--- src/rcwd_pkg.sv ---
// Shared types and constants for the RC channel watchdog and failsafe vote.
// No dependencies; used by every module of the block.
`default_nettype none

package rcwd_pkg;

   // Field and state widths
   localparam int CHAN_W     = 8;    // channel number on the request
   localparam int ELAPSED_W  = 8;    // elapsed milliseconds on a tick
   localparam int MS_W       = 10;   // timeout and vote period registers
   localparam int MASK_W     = 8;    // required mask and visible valid mask
   localparam int TIMER_W    = 11;   // channel and vote timers
   localparam int VOTE_W     = 3;    // signed link-loss vote
   localparam int CSR_IDX_W  = 2;
   localparam int CSR_DATA_W = 10;

   // Defaults
   localparam int                NUM_CHANNELS_DEF  = 8;
   localparam logic [MS_W-1:0]   TIMEOUT_RESET     = 10'd500;
   localparam logic [MS_W-1:0]   VOTE_PERIOD_RESET = 10'd500;
   localparam logic [MASK_W-1:0] REQ_MASK_RESET    = 8'h0F;

   // Configuration register indexes
   localparam logic [CSR_IDX_W-1:0] CSR_CHANNEL_TIMEOUT = 2'd0;
   localparam logic [CSR_IDX_W-1:0] CSR_VOTE_PERIOD     = 2'd1;
   localparam logic [CSR_IDX_W-1:0] CSR_REQUIRED_MASK   = 2'd2;

   // Command codes
   localparam logic CMD_FEED = 1'b0;
   localparam logic CMD_TICK = 1'b1;

   // One accepted request item
   typedef struct packed {
      logic                 command;
      logic [CHAN_W-1:0]    channel;
      logic [ELAPSED_W-1:0] elapsed_ms;
      logic                 receiver_failsafe;
      logic                 armed;
      logic                 gps_enabled;
      logic                 in_takeoff;
   } item_type;

   // Single-item request pulses raised by the vote
   typedef struct packed {
      logic land;
      logic home;
      logic finish;
   } request_type;

endpackage

`default_nettype wire

--- src/rcwd_chan_timers.sv ---
// Per-channel timers and valid bits: feed clears one timer, tick ages all.
// Depends on rcwd_pkg.
`default_nettype none

module rcwd_chan_timers #(
   parameter int NUM_CHANNELS = rcwd_pkg::NUM_CHANNELS_DEF
) (
   input  wire logic                           clock,
   input  wire logic                           reset,
   input  wire logic                           advance,
   input  wire logic                           command,
   input  wire logic [rcwd_pkg::CHAN_W-1:0]    channel,
   input  wire logic [rcwd_pkg::ELAPSED_W-1:0] elapsed_ms,
   input  wire logic [rcwd_pkg::MS_W-1:0]      channel_timeout_ms,
   output logic      [rcwd_pkg::MASK_W-1:0]    valid_view_in
);

   localparam int SEL_W = (NUM_CHANNELS > 1) ? $clog2(NUM_CHANNELS) : 1;
   localparam logic [rcwd_pkg::CHAN_W-1:0] LAST_CH =
      rcwd_pkg::CHAN_W'(NUM_CHANNELS - 1);

   logic [rcwd_pkg::TIMER_W-1:0] timer_ff [NUM_CHANNELS];
   logic [rcwd_pkg::TIMER_W-1:0] timer_in [NUM_CHANNELS];
   logic [NUM_CHANNELS-1:0]      valid_ff;
   logic [NUM_CHANNELS-1:0]      valid_in;
   logic [SEL_W-1:0]             sel;

   // Clamp the fed channel to the last one
   always_comb begin
      if (channel > LAST_CH) begin
         sel = SEL_W'(NUM_CHANNELS - 1);
      end else begin
         sel = channel[SEL_W-1:0];
      end
   end

   // Next timers and valid bits
   always_comb begin
      for (int i = 0; i < NUM_CHANNELS; i++) begin
         timer_in[i] = timer_ff[i];
         valid_in[i] = valid_ff[i];
         if (command == rcwd_pkg::CMD_FEED) begin
            if (sel == SEL_W'(i)) begin
               timer_in[i] = '0;
            end
         end else if (timer_ff[i] < rcwd_pkg::TIMER_W'(channel_timeout_ms)) begin
            // below the 10-bit bound plus 8 bits: never wraps in 11 bits
            timer_in[i] = timer_ff[i] + rcwd_pkg::TIMER_W'(elapsed_ms);
            valid_in[i] = 1'b1;
         end else begin
            valid_in[i] = 1'b0;
         end
      end
   end

   // Visible view: channels 0 to 7, absent channels read invalid
   always_comb begin
      valid_view_in = '0;
      for (int i = 0; i < rcwd_pkg::MASK_W; i++) begin
         if (i < NUM_CHANNELS) begin
            valid_view_in[i] = valid_in[i];
         end
      end
   end

   always_ff @(posedge clock) begin
      if (reset) begin
         valid_ff <= '0;
         for (int i = 0; i < NUM_CHANNELS; i++) begin
            timer_ff[i] <= '0;
         end
      end else if (advance) begin
         valid_ff <= valid_in;
         for (int i = 0; i < NUM_CHANNELS; i++) begin
            timer_ff[i] <= timer_in[i];
         end
      end
   end

endmodule

`default_nettype wire

--- src/rcwd_vote.sv ---
// Link-loss vote: vote timer, signed vote counter, link-lost flag, request pulses.
// Depends on rcwd_pkg.
`default_nettype none

module rcwd_vote (
   input  wire logic                           clock,
   input  wire logic                           reset,
   input  wire logic                           advance,
   input  wire rcwd_pkg::item_type             item,
   input  wire logic [rcwd_pkg::MS_W-1:0]      vote_period_ms,
   input  wire logic [rcwd_pkg::MASK_W-1:0]    required_mask,
   input  wire logic [rcwd_pkg::MASK_W-1:0]    valid_view,
   output logic                                link_lost_in,
   output rcwd_pkg::request_type               requests
);

   logic [rcwd_pkg::TIMER_W-1:0]       vote_timer_ff, vote_timer_in;
   logic [rcwd_pkg::TIMER_W-1:0]       timer_sum;
   logic signed [rcwd_pkg::VOTE_W-1:0] loss_vote_ff, loss_vote_in, vote_sum;
   logic                               link_lost_ff;
   logic                               vote_up;

   always_comb begin
      timer_sum = vote_timer_ff + rcwd_pkg::TIMER_W'(item.elapsed_ms);
      vote_up   = ((valid_view & required_mask) != required_mask) ||
                  item.receiver_failsafe;
      vote_sum  = vote_up ? loss_vote_ff + 3'sd1 : loss_vote_ff - 3'sd1;
   end

   // Vote update on a tick once the period has run out
   always_comb begin
      vote_timer_in = vote_timer_ff;
      loss_vote_in  = loss_vote_ff;
      link_lost_in  = link_lost_ff;
      requests      = '0;
      if (item.command == rcwd_pkg::CMD_TICK) begin
         vote_timer_in = timer_sum;
         if (timer_sum >= rcwd_pkg::TIMER_W'(vote_period_ms)) begin
            vote_timer_in = '0;
            loss_vote_in  = vote_sum;
            if (vote_sum >= 3'sd2) begin
               loss_vote_in  = '0;
               link_lost_in  = 1'b1;
               requests.home = item.armed && item.gps_enabled;
               requests.land = item.armed && !item.gps_enabled;
            end else if (vote_sum <= -3'sd2) begin
               loss_vote_in = '0;
               if (link_lost_ff) begin
                  link_lost_in    = 1'b0;
                  requests.finish = item.in_takeoff;
               end
            end
         end
      end
   end

   always_ff @(posedge clock) begin
      if (reset) begin
         vote_timer_ff <= '0;
         loss_vote_ff  <= '0;
         link_lost_ff  <= 1'b0;
      end else if (advance) begin
         vote_timer_ff <= vote_timer_in;
         loss_vote_ff  <= loss_vote_in;
         link_lost_ff  <= link_lost_in;
      end
   end

endmodule

`default_nettype wire

--- src/rc_channel_watchdog_failsafe_core.sv ---
// Top level of the RC channel watchdog with link-loss failsafe vote.
// Depends on rcwd_pkg, rcwd_chan_timers and rcwd_vote.
//
// Each request item (a channel feed or a time tick) yields exactly one response
// item. The block takes one item per clock cycle unless the response side stalls:
// an item is captured in the input register, the channel timers and the vote
// are updated from it as it leaves that register, and the response lands in the
// output register, which drives rsp_valid. The input register keeps accepting
// while a response waits, stalling only when both stages are full.
// Configuration writes take effect at once and must be made while no item is
// in flight.
`default_nettype none

module rc_channel_watchdog_failsafe_core #(
   parameter int NUM_CHANNELS = rcwd_pkg::NUM_CHANNELS_DEF
) (
   input  wire logic                            clock,
   input  wire logic                            reset,
   // request channel
   input  wire logic                            req_valid,
   output logic                                 req_ready,
   input  wire logic                            req_command,
   input  wire logic [rcwd_pkg::CHAN_W-1:0]     req_channel,
   input  wire logic [rcwd_pkg::ELAPSED_W-1:0]  req_elapsed_ms,
   input  wire logic                            req_receiver_failsafe,
   input  wire logic                            req_armed,
   input  wire logic                            req_gps_enabled,
   input  wire logic                            req_in_takeoff,
   // response channel
   output logic                                 rsp_valid,
   input  wire logic                            rsp_ready,
   output logic      [rcwd_pkg::MASK_W-1:0]     rsp_valid_mask,
   output logic                                 rsp_link_lost,
   output logic                                 rsp_land_request,
   output logic                                 rsp_home_request,
   output logic                                 rsp_takeoff_finish_request,
   // configuration
   input  wire logic                            csr_we,
   input  wire logic [rcwd_pkg::CSR_IDX_W-1:0]  csr_index,
   input  wire logic [rcwd_pkg::CSR_DATA_W-1:0] csr_wdata
);

   logic [rcwd_pkg::MS_W-1:0]   timeout_ff;
   logic [rcwd_pkg::MS_W-1:0]   period_ff;
   logic [rcwd_pkg::MASK_W-1:0] req_mask_ff;

   logic                  s1_valid_ff;
   rcwd_pkg::item_type    s1_item_ff;
   logic                  advance;

   logic [rcwd_pkg::MASK_W-1:0] valid_view_in;
   logic                        link_lost_in;
   rcwd_pkg::request_type       requests;

   logic                        rsp_valid_ff;
   logic [rcwd_pkg::MASK_W-1:0] rsp_mask_ff;
   logic                        rsp_lost_ff;
   rcwd_pkg::request_type       rsp_req_ff;

   // Configuration registers
   always_ff @(posedge clock) begin
      if (reset) begin
         timeout_ff  <= rcwd_pkg::TIMEOUT_RESET;
         period_ff   <= rcwd_pkg::VOTE_PERIOD_RESET;
         req_mask_ff <= rcwd_pkg::REQ_MASK_RESET;
      end else if (csr_we) begin
         case (csr_index)
            rcwd_pkg::CSR_CHANNEL_TIMEOUT: timeout_ff  <= csr_wdata;
            rcwd_pkg::CSR_VOTE_PERIOD:     period_ff   <= csr_wdata;
            rcwd_pkg::CSR_REQUIRED_MASK:   req_mask_ff <= csr_wdata[rcwd_pkg::MASK_W-1:0];
            default: ;
         endcase
      end
   end

   // Handshake: stage 1 moves on when the output register is free or draining
   assign advance   = s1_valid_ff && (!rsp_valid_ff || rsp_ready);
   assign req_ready = !s1_valid_ff || advance;

   // Input register
   always_ff @(posedge clock) begin
      if (reset) begin
         s1_valid_ff <= 1'b0;
      end else if (req_ready) begin
         s1_valid_ff <= req_valid;
      end
   end

   always_ff @(posedge clock) begin
      if (req_valid && req_ready) begin
         s1_item_ff.command           <= req_command;
         s1_item_ff.channel           <= req_channel;
         s1_item_ff.elapsed_ms        <= req_elapsed_ms;
         s1_item_ff.receiver_failsafe <= req_receiver_failsafe;
         s1_item_ff.armed             <= req_armed;
         s1_item_ff.gps_enabled       <= req_gps_enabled;
         s1_item_ff.in_takeoff        <= req_in_takeoff;
      end
   end

   rcwd_chan_timers #(
      .NUM_CHANNELS(NUM_CHANNELS)
   ) u_timers (
      .clock              (clock),
      .reset              (reset),
      .advance            (advance),
      .command            (s1_item_ff.command),
      .channel            (s1_item_ff.channel),
      .elapsed_ms         (s1_item_ff.elapsed_ms),
      .channel_timeout_ms (timeout_ff),
      .valid_view_in      (valid_view_in)
   );

   rcwd_vote u_vote (
      .clock          (clock),
      .reset          (reset),
      .advance        (advance),
      .item           (s1_item_ff),
      .vote_period_ms (period_ff),
      .required_mask  (req_mask_ff),
      .valid_view     (valid_view_in),
      .link_lost_in   (link_lost_in),
      .requests       (requests)
   );

   // Output register
   always_ff @(posedge clock) begin
      if (reset) begin
         rsp_valid_ff <= 1'b0;
      end else if (advance) begin
         rsp_valid_ff <= 1'b1;
      end else if (rsp_ready) begin
         rsp_valid_ff <= 1'b0;
      end
   end

   always_ff @(posedge clock) begin
      if (advance) begin
         rsp_mask_ff <= valid_view_in;
         rsp_lost_ff <= link_lost_in;
         rsp_req_ff  <= requests;
      end
   end

   assign rsp_valid                  = rsp_valid_ff;
   assign rsp_valid_mask             = rsp_mask_ff;
   assign rsp_link_lost              = rsp_lost_ff;
   assign rsp_land_request           = rsp_req_ff.land;
   assign rsp_home_request           = rsp_req_ff.home;
   assign rsp_takeoff_finish_request = rsp_req_ff.finish;

endmodule

`default_nettype wire

--- config.mk ---
export PLATFORM = sky130hd
export DESIGN_NAME = rc_channel_watchdog_failsafe_core
export DESIGN_NICKNAME = d
export VERILOG_FILES = /design/src/rcwd_pkg.sv /design/src/rcwd_chan_timers.sv /design/src/rcwd_vote.sv /design/src/rc_channel_watchdog_failsafe_core.sv
export SDC_FILE = /design/constraint.sdc
export NUM_CORES = 1
export LEC_CHECK = 0
export BUFFER_PORTS_ARGS = -buffer_cell sky130_fd_sc_hd__buf_2
export CAP_MARGIN = 20
export CELL_PAD_IN_SITES_DETAIL_PLACEMENT = 1
export CELL_PAD_IN_SITES_GLOBAL_PLACEMENT = 2
export CORE_MARGIN = 2
export CORE_UTILIZATION = 44
export DETAILED_ROUTE_END_ITERATION = 6
export PLACE_DENSITY_LB_ADDON = 0.1
export SETUP_SLACK_MARGIN = 0.1
export SYNTH_ARGS = -nofsm -noshare
export SYNTH_HDL_FRONTEND = slang
export SYNTH_SLANG_ARGS = --single-unit
--- constraint.sdc ---
create_clock -name clock -period 6.7 [get_ports clock]
set_input_delay 1.005 -clock clock [delete_from_list [all_inputs] [get_ports clock]]
set_output_delay 1.005 -clock clock [all_outputs]
set_load 0.02 [all_outputs]
After elaboration in Yosys (flattened, before gate mapping)
Memory sizes are Yosys's and may differ from the RTL's.
Cells that the tools add are included.
{"block": "op_classes", "order_cmp": 12, "n_addsub": 11, "eq_ne": 10, "n_mux": 64, "bitwise": 13, "n_reduce_logical": 20}
{"op": "$mux W11", "n": 33}
{"op": "$add A11 B8 Y11", "n": 9}
{"op": "$lt A11 B10 Y1", "n": 8}
{"op": "$mux W1", "n": 27}
{"op": "$eq A3 B3 Y1 const B", "n": 4}
{"op": "$mux W3", "n": 4}
{"op": "$ge A11 B10 Y1", "n": 1}
{"op": "$and A8 B8 Y8", "n": 1}
{"op": "$gt A8 B3 Y1 const B", "n": 1}
{"op": "$ne A8 B8 Y1", "n": 1}
{"op": "$or A1 B1 Y1", "n": 8}
{"op": "$reduce_and A2 Y1", "n": 4}
{"op": "$eq A3 B2 Y1 const B", "n": 2}
{"op": "$reduce_and A3 Y1", "n": 2}
{"op": "$reduce_or A5 Y1", "n": 1}
{"op": "$logic_and A1 B1 Y1", "n": 4}
{"op": "$not A1 Y1", "n": 4}
{"op": "$add A3 B2 Y3 const B", "n": 1}
{"op": "$eq A3 B1 Y1 const B", "n": 1}
{"op": "$ge A3 B3 Y1 const B", "n": 1}
{"op": "$le A3 B2 Y1 const B", "n": 1}
{"op": "$logic_not A1 Y1", "n": 3}
{"op": "$logic_not A3 Y1", "n": 1}
{"op": "$logic_or A1 B1 Y1", "n": 3}
{"op": "5 further kinds", "n": 5}
{"block": "totals", "wordCells": 152, "inputBits": 38, "output_inout_bits": 14, "mem_count": 1, "regBits": 86, "ramBits": 88}
{"memory": "u_timers.timer_ff", "depth": 8, "word_bits": 11, "read_ports": 8, "rd_clocked_by_memory_dff": 0, "wr": 8, "line": "rcwd_chan_timers.sv:22", "text": "logic [rcwd_pkg::TIMER_W-1:0] timer_ff [NUM_CHANNELS];"}

Logic depth before layout (Yosys ltp)
{"block": "depth", "word_depth": 12, "depth_mapped": 16, "mapped_depth_nobuf": 16}

Modules after synthesis
Synthesis repeated with hierarchy kept, for this count alone.
{"block": "hier_totals", "hier_cells": 1192, "hier_area_um2": 11987.7}
{"module": "rcwd_chan_timers", "instances": 1, "area_per_inst_um2": 8301.7, "cells_per_inst": 858}
{"module": "rc_channel_watchdog_failsafe_core", "instances": 1, "area_per_inst_um2": 2215.9, "cells_per_inst": 157}
{"module": "rcwd_vote", "instances": 1, "area_per_inst_um2": 1470.2, "cells_per_inst": 177}

Worst setup path before layout
Ideal clock, no wire load.
{"block": "synth_path", "path_type": "register to register", "start": "reg, netlist name s1_item_ff[4]", "end": "reg u_vote.loss_vote_ff[0] in the netlist's numbering", "setup_ns": 0.128, "path_stages_with_launch": 16, "path_slack_ns": 2.841, "arrival_time_ns": 3.731, "period_less_slack_ns": 3.859, "path_buffers": 1, "path_cell_list": "edfxtp_1 ha_1 fa_1 a21oi_1 o221ai_1 or2_2 xor2_1 ha_1 or4_1 a21oi_1 o21ai_0 a311oi_1 clkbuf_1 nor3_1 o21ai_0 o211ai_1"}
{"block": "synth_via", "elab_chain_len": 3}
{"element": "$add A11 B8 Y11", "line": "rcwd_vote.sv:24", "text": "timer_sum = vote_timer_ff + rcwd_pkg::TIMER_W'(item.elapsed_ms);"}
{"element": "$ge A11 B10 Y1", "line": "rcwd_vote.sv:38", "text": "if (timer_sum >= rcwd_pkg::TIMER_W'(vote_period_ms)) begin"}
{"element": "$reduce_and A3 Y1 (no source line)"}
{"element": "end signal, assigned", "line": "rcwd_vote.sv:64", "text": "loss_vote_ff <= loss_vote_in;"}
{"element": "end, declared", "line": "rcwd_vote.sv:19", "text": "logic signed [rcwd_pkg::VOTE_W-1:0] loss_vote_ff, loss_vote_in, vote_sum;"}
No other way between the ends.
A chain may end at the register's enable or synchronous reset.

Worst setup path in the final report
{"block": "layout_path", "start": "reg, netlist name s1_item_ff[4]", "end": "reg u_vote.link_lost_ff"}
{"block": "layout_via", "elab_chain_len": 4}
{"element": "$add A11 B8 Y11", "line": "rcwd_vote.sv:24"}
{"element": "$ge A11 B10 Y1", "line": "rcwd_vote.sv:38"}
{"element": "$mux W1", "line": "rcwd_vote.sv:38"}
{"element": "$mux W1", "line": "rcwd_vote.sv:36", "text": "if (item.command == rcwd_pkg::CMD_TICK) begin"}
{"element": "end signal, assigned", "line": "rcwd_vote.sv:65", "text": "link_lost_ff <= link_lost_in;"}
{"element": "end, declared", "line": "rcwd_vote.sv:20", "text": "logic link_lost_ff;"}
No other way between the ends.

==> flow_summary.yaml <==
run_status:
  status: "complete, no violations"
drt:
  detail_route.wl_per_cell_um: 21.3
  via_count: 9011
  wl_met3_um: 1090
  drc: 0
  met1_length_um: 16400
  vias_per_cell: 5.67
  wl_met2_um: 15600
  ant_nets: 0
  drt_iter0_drc: 602
  routed.top_layer: "met4"
  wirelength_um: 33800
  dr.pass1.iters: 4
clock_network:
  clk_path_buf_depth: 2
  cts_buffers: 17
  h-tree-depth: 4
  cts_resized: 0
  cts_hold_buf: 0
  cts_sinks: 174
  cts_root_buffer: "clkbuf_16"
  cts_setup_buffers: 0
  cts_tree: "done"
  clk_pin_slew_ns: 0.07
  clk_latency_ns: 0.44
floorplan:
  die_y_um: 165
  start_util_pct: 44.4
  fp.coreArea_um2: 25800
  io_pins: 52
  dieArea_um2: 27400
  fp.dieW_um: 165
  rows: 59
timing:
  drv_slew: 0
  rsz0062_at_grt: "false"
  hold_violations: 0
  min_period_over_period_pct: 67.6
  timing.fmax_mhz: 221
  worst_pin_slew_ns: 1.07
  setup-violations-final: 0
  setup_tns_ns: 0
  fin_skew_ns: 0.0165
  slew_headroom_pct: 28.3
  period_needed_ns: 4.53
layout:
  final_cell_mix: "ha_1 (156), edfxtp_1 (121), nor2_1 (113)"
  fin_cells: 1588
  antennaDiodeCount: 0
  fin_area_um2: 12800
  drive_above_1_share_pct: 9.66
  area_growth_pct: 11.5
  nNetsFinal: 1444
  post-route-util_pct: 49.5
  final_common_cell: "ha_1"
job:
  max-cap-violations: 0
placement:
  dpl_cell_area_um2: 12200
  dp_hpwl_um: 23700
  dp_cells: 1554
  portBuffers: 51
  gp_congestion: 0.817
critical_path:
  crit_buf_inv: 1
  reg2reg_depth: 15
  r2r-end: "u_vote.link_lost_ff"
  cp.required_ns: 7.03
  cp-start-kind: "flop"
  critPathCaptureType: "flop"
  cp_max_fo: 14
  criticalPathCategory: "flop to flop"
  crit_family: "compound AO/OA/AOI/OAI gates"
  r2r-start: "s1_item_ff[4]"
  rrSetupSlack_ns: 2.17
  slowest_delay_ns: 0.61
  crit_start: "s1_item_ff[4]"
  worstPathCellList: "ha_1 -> fa_1 -> a21oi_1 -> o221ai_1 -> o21ai_0 -> xnor2_1 -> ha_1 -> or4_1 -> a21oi_1 -> o21ai_0 -> a311oi_2 -> buf_4 -> nand2b_1 -> nor4b_1 -> o32ai_1"
  cp.arrival_ns: 4.86
  slowest_stage: "edfxtp_1"
pwr:
  max-vdd-ir-drop_mv: 0.204
  seqPwrFrac_pct: 45.5
  powerDensity_nw_per_um2: 220
  internal_power_uw: 1950
  combPwrFrac_pct: 17.5
  power_frac_clock_pct: 37.0
  switchingPower_uw: 865
  swShare_pct: 30.7
  p_leak_uw: 0.00555
min_path:
  hp-class: "flop to flop"
  whs_path_depth: 2
  hp-start: "period_ff[3]"
  worstHoldEndpoint: "period_ff[3]"
global_routing:
  grt_pass1_wl_um: 52200
  grt_pass1_vias: 9187
  grtUsageTotal_pct: 25.7
  grt_antenna_before_repair: 0
  gr-total-overflow: 0
  grt_max_degree: 41
logic_synthesis:
  synth_area_um2: 11500
  synth_edf_count: 121
  ys_seq_area_share_pct: 40.9
  yosys_warnings: 0
  ys_ff_latch: 174
  synth.distinct_cells: 67
  synth_cells: 1181
  syn_area_per_cell_um2: 9.71
  syn-num-nets: 1385
  synth_ff_type: "edfxtp_1"
  synth-async-reset-ratio_pct: 0
-- power by group through the flow --
stage | clock network, µW | registers (µW) | logic (µW)
5_1_grt | 1100 | 1290 | 562
6_report | 1040 | 1280 | 492
2_1_floorplan | 0 | 1280 | 345
3_5_place_dp | 0 | 1300 | 484
3_3_place_gp | 0 | 1300 | 469
4_1_cts | 1070 | 1280 | 492
-- stage by stage --
| stage | total power [µW] | setup slack [ns] | hold WS [ns] |
|---|---|---|---|
| 3_3_place_gp | 1770 | 2.37 | 0.446 |
| 2_1_floorplan | 1620 | 2.84 | 0.435 |
| 4_1_cts | 2840 | 2.18 | 0.464 |
| 5_1_grt | 2950 | 1.89 | 0.488 |
| 3_5_place_dp | 1790 | 2.27 | 0.453 |
| 6_report | 2810 | 2.17 | 0.460 |
-- cell type report --
class                      count  area [µm²]
fill                        2949       13000
multi-input combinational    883        6310
timing repair buffer          69         414
tap                          335         419
inverter                      95         357
sequential                   174        4690
clock inverter                15         168
clock buffer                  17         425
-- cell usage after synthesis, types with 5 or more instances --
cell type | instances | area, µm²
ha_1 | 156 | 1950
edfxtp_1 | 121 | 3630
nor2_1 | 113 | 424
nand2_1 | 99 | 372
inv_1 | 94 | 353
a21oi_1 | 92 | 460
o21ai_0 | 67 | 335
dfxtp_1 | 53 | 1060
nor3_1 | 38 | 190
a21o_1 | 29 | 218
nor2b_1 | 26 | 163
clkbuf_1 | 23 | 86.3
nand3_1 | 23 | 115
xnor2_1 | 23 | 201
a21boi_0 | 20 | 150
xor2_1 | 19 | 166
a211o_1 | 18 | 158
nand2b_1 | 17 | 106
and3_1 | 13 | 81.3
mux2i_1 | 13 | 130
fa_1 | 10 | 200
a41oi_1 | 9 | 78.8
or3_1 | 8 | 50.1
a211oi_1 | 7 | 52.6
or2_2 | 7 | 43.8
a31oi_1 | 6 | 37.5
and2_1 | 5 | 31.3
-- state kept, by name (all words and copies together), names as in the netlist --
| name | flops |
|---|---|
| u_vote.vote_timer_ff | 11 |
| period_ff | 10 |
| s1_valid_ff | 1 |
| u_vote.loss_vote_ff | 3 |
| rsp_link_lost | 1 |
| u_vote.link_lost_ff | 1 |
| rsp_land_request | 1 |
| u_timers.valid_ff | 8 |
| req_mask_ff | 8 |
| rsp_valid_mask | 8 |
| rsp_takeoff_finish_request | 1 |
| rsp_valid | 1 |
| rsp_home_request | 1 |
| s1_item_ff | 21 |
| timeout_ff | 10 |
| u_timers.timer_ff | 88 |
-- metal layers --
| metal | track usage, % | vias up |
|---|---|---|
| li1 | - | 4375 |
| met1 | 36.1 | 4446 |
| met2 | 42.3 | 157 |
| met3 | 3.42 | 33 |
| met4 | 5.72 | 0 |
| met5 | 0 | - |
-- tightest hold or removal path, cell delays in order (launching register included) --
cell	delay, ns
dfxtp_1	0.31
nand2_1	0.05
a21oi_1	0.05
-- worst max-delay path by stage --
stage	endpoint	slack (ns)	cells after the start
final	u_vote.link_lost_ff	2.17	15
after global routing	u_vote.link_lost_ff	1.89	15
after CTS	u_vote.link_lost_ff	2.18	15
after detailed placement	u_vote.link_lost_ff	2.27	15
after global placement	rsp_link_lost	2.37	15
after floorplan	u_vote.loss_vote_ff[0]	2.84	15
-- kinds of logic (layout without fill, tap and decap cells) --
family / Yosys count / in the layout / share of synthesized area, %
xor+xnor: 42 / 42 / 3.21
simple gates: 380 / 380 / 16.0
buf+inv: 124 / 196 / 4.16
mux: 13 / 13 / 1.13
fa+ha+maj: 166 / 166 / 18.8
flops: 174 / 174 / 40.9
compound gates: 282 / 282 / 15.8
(Power assumes the default switching activity.)
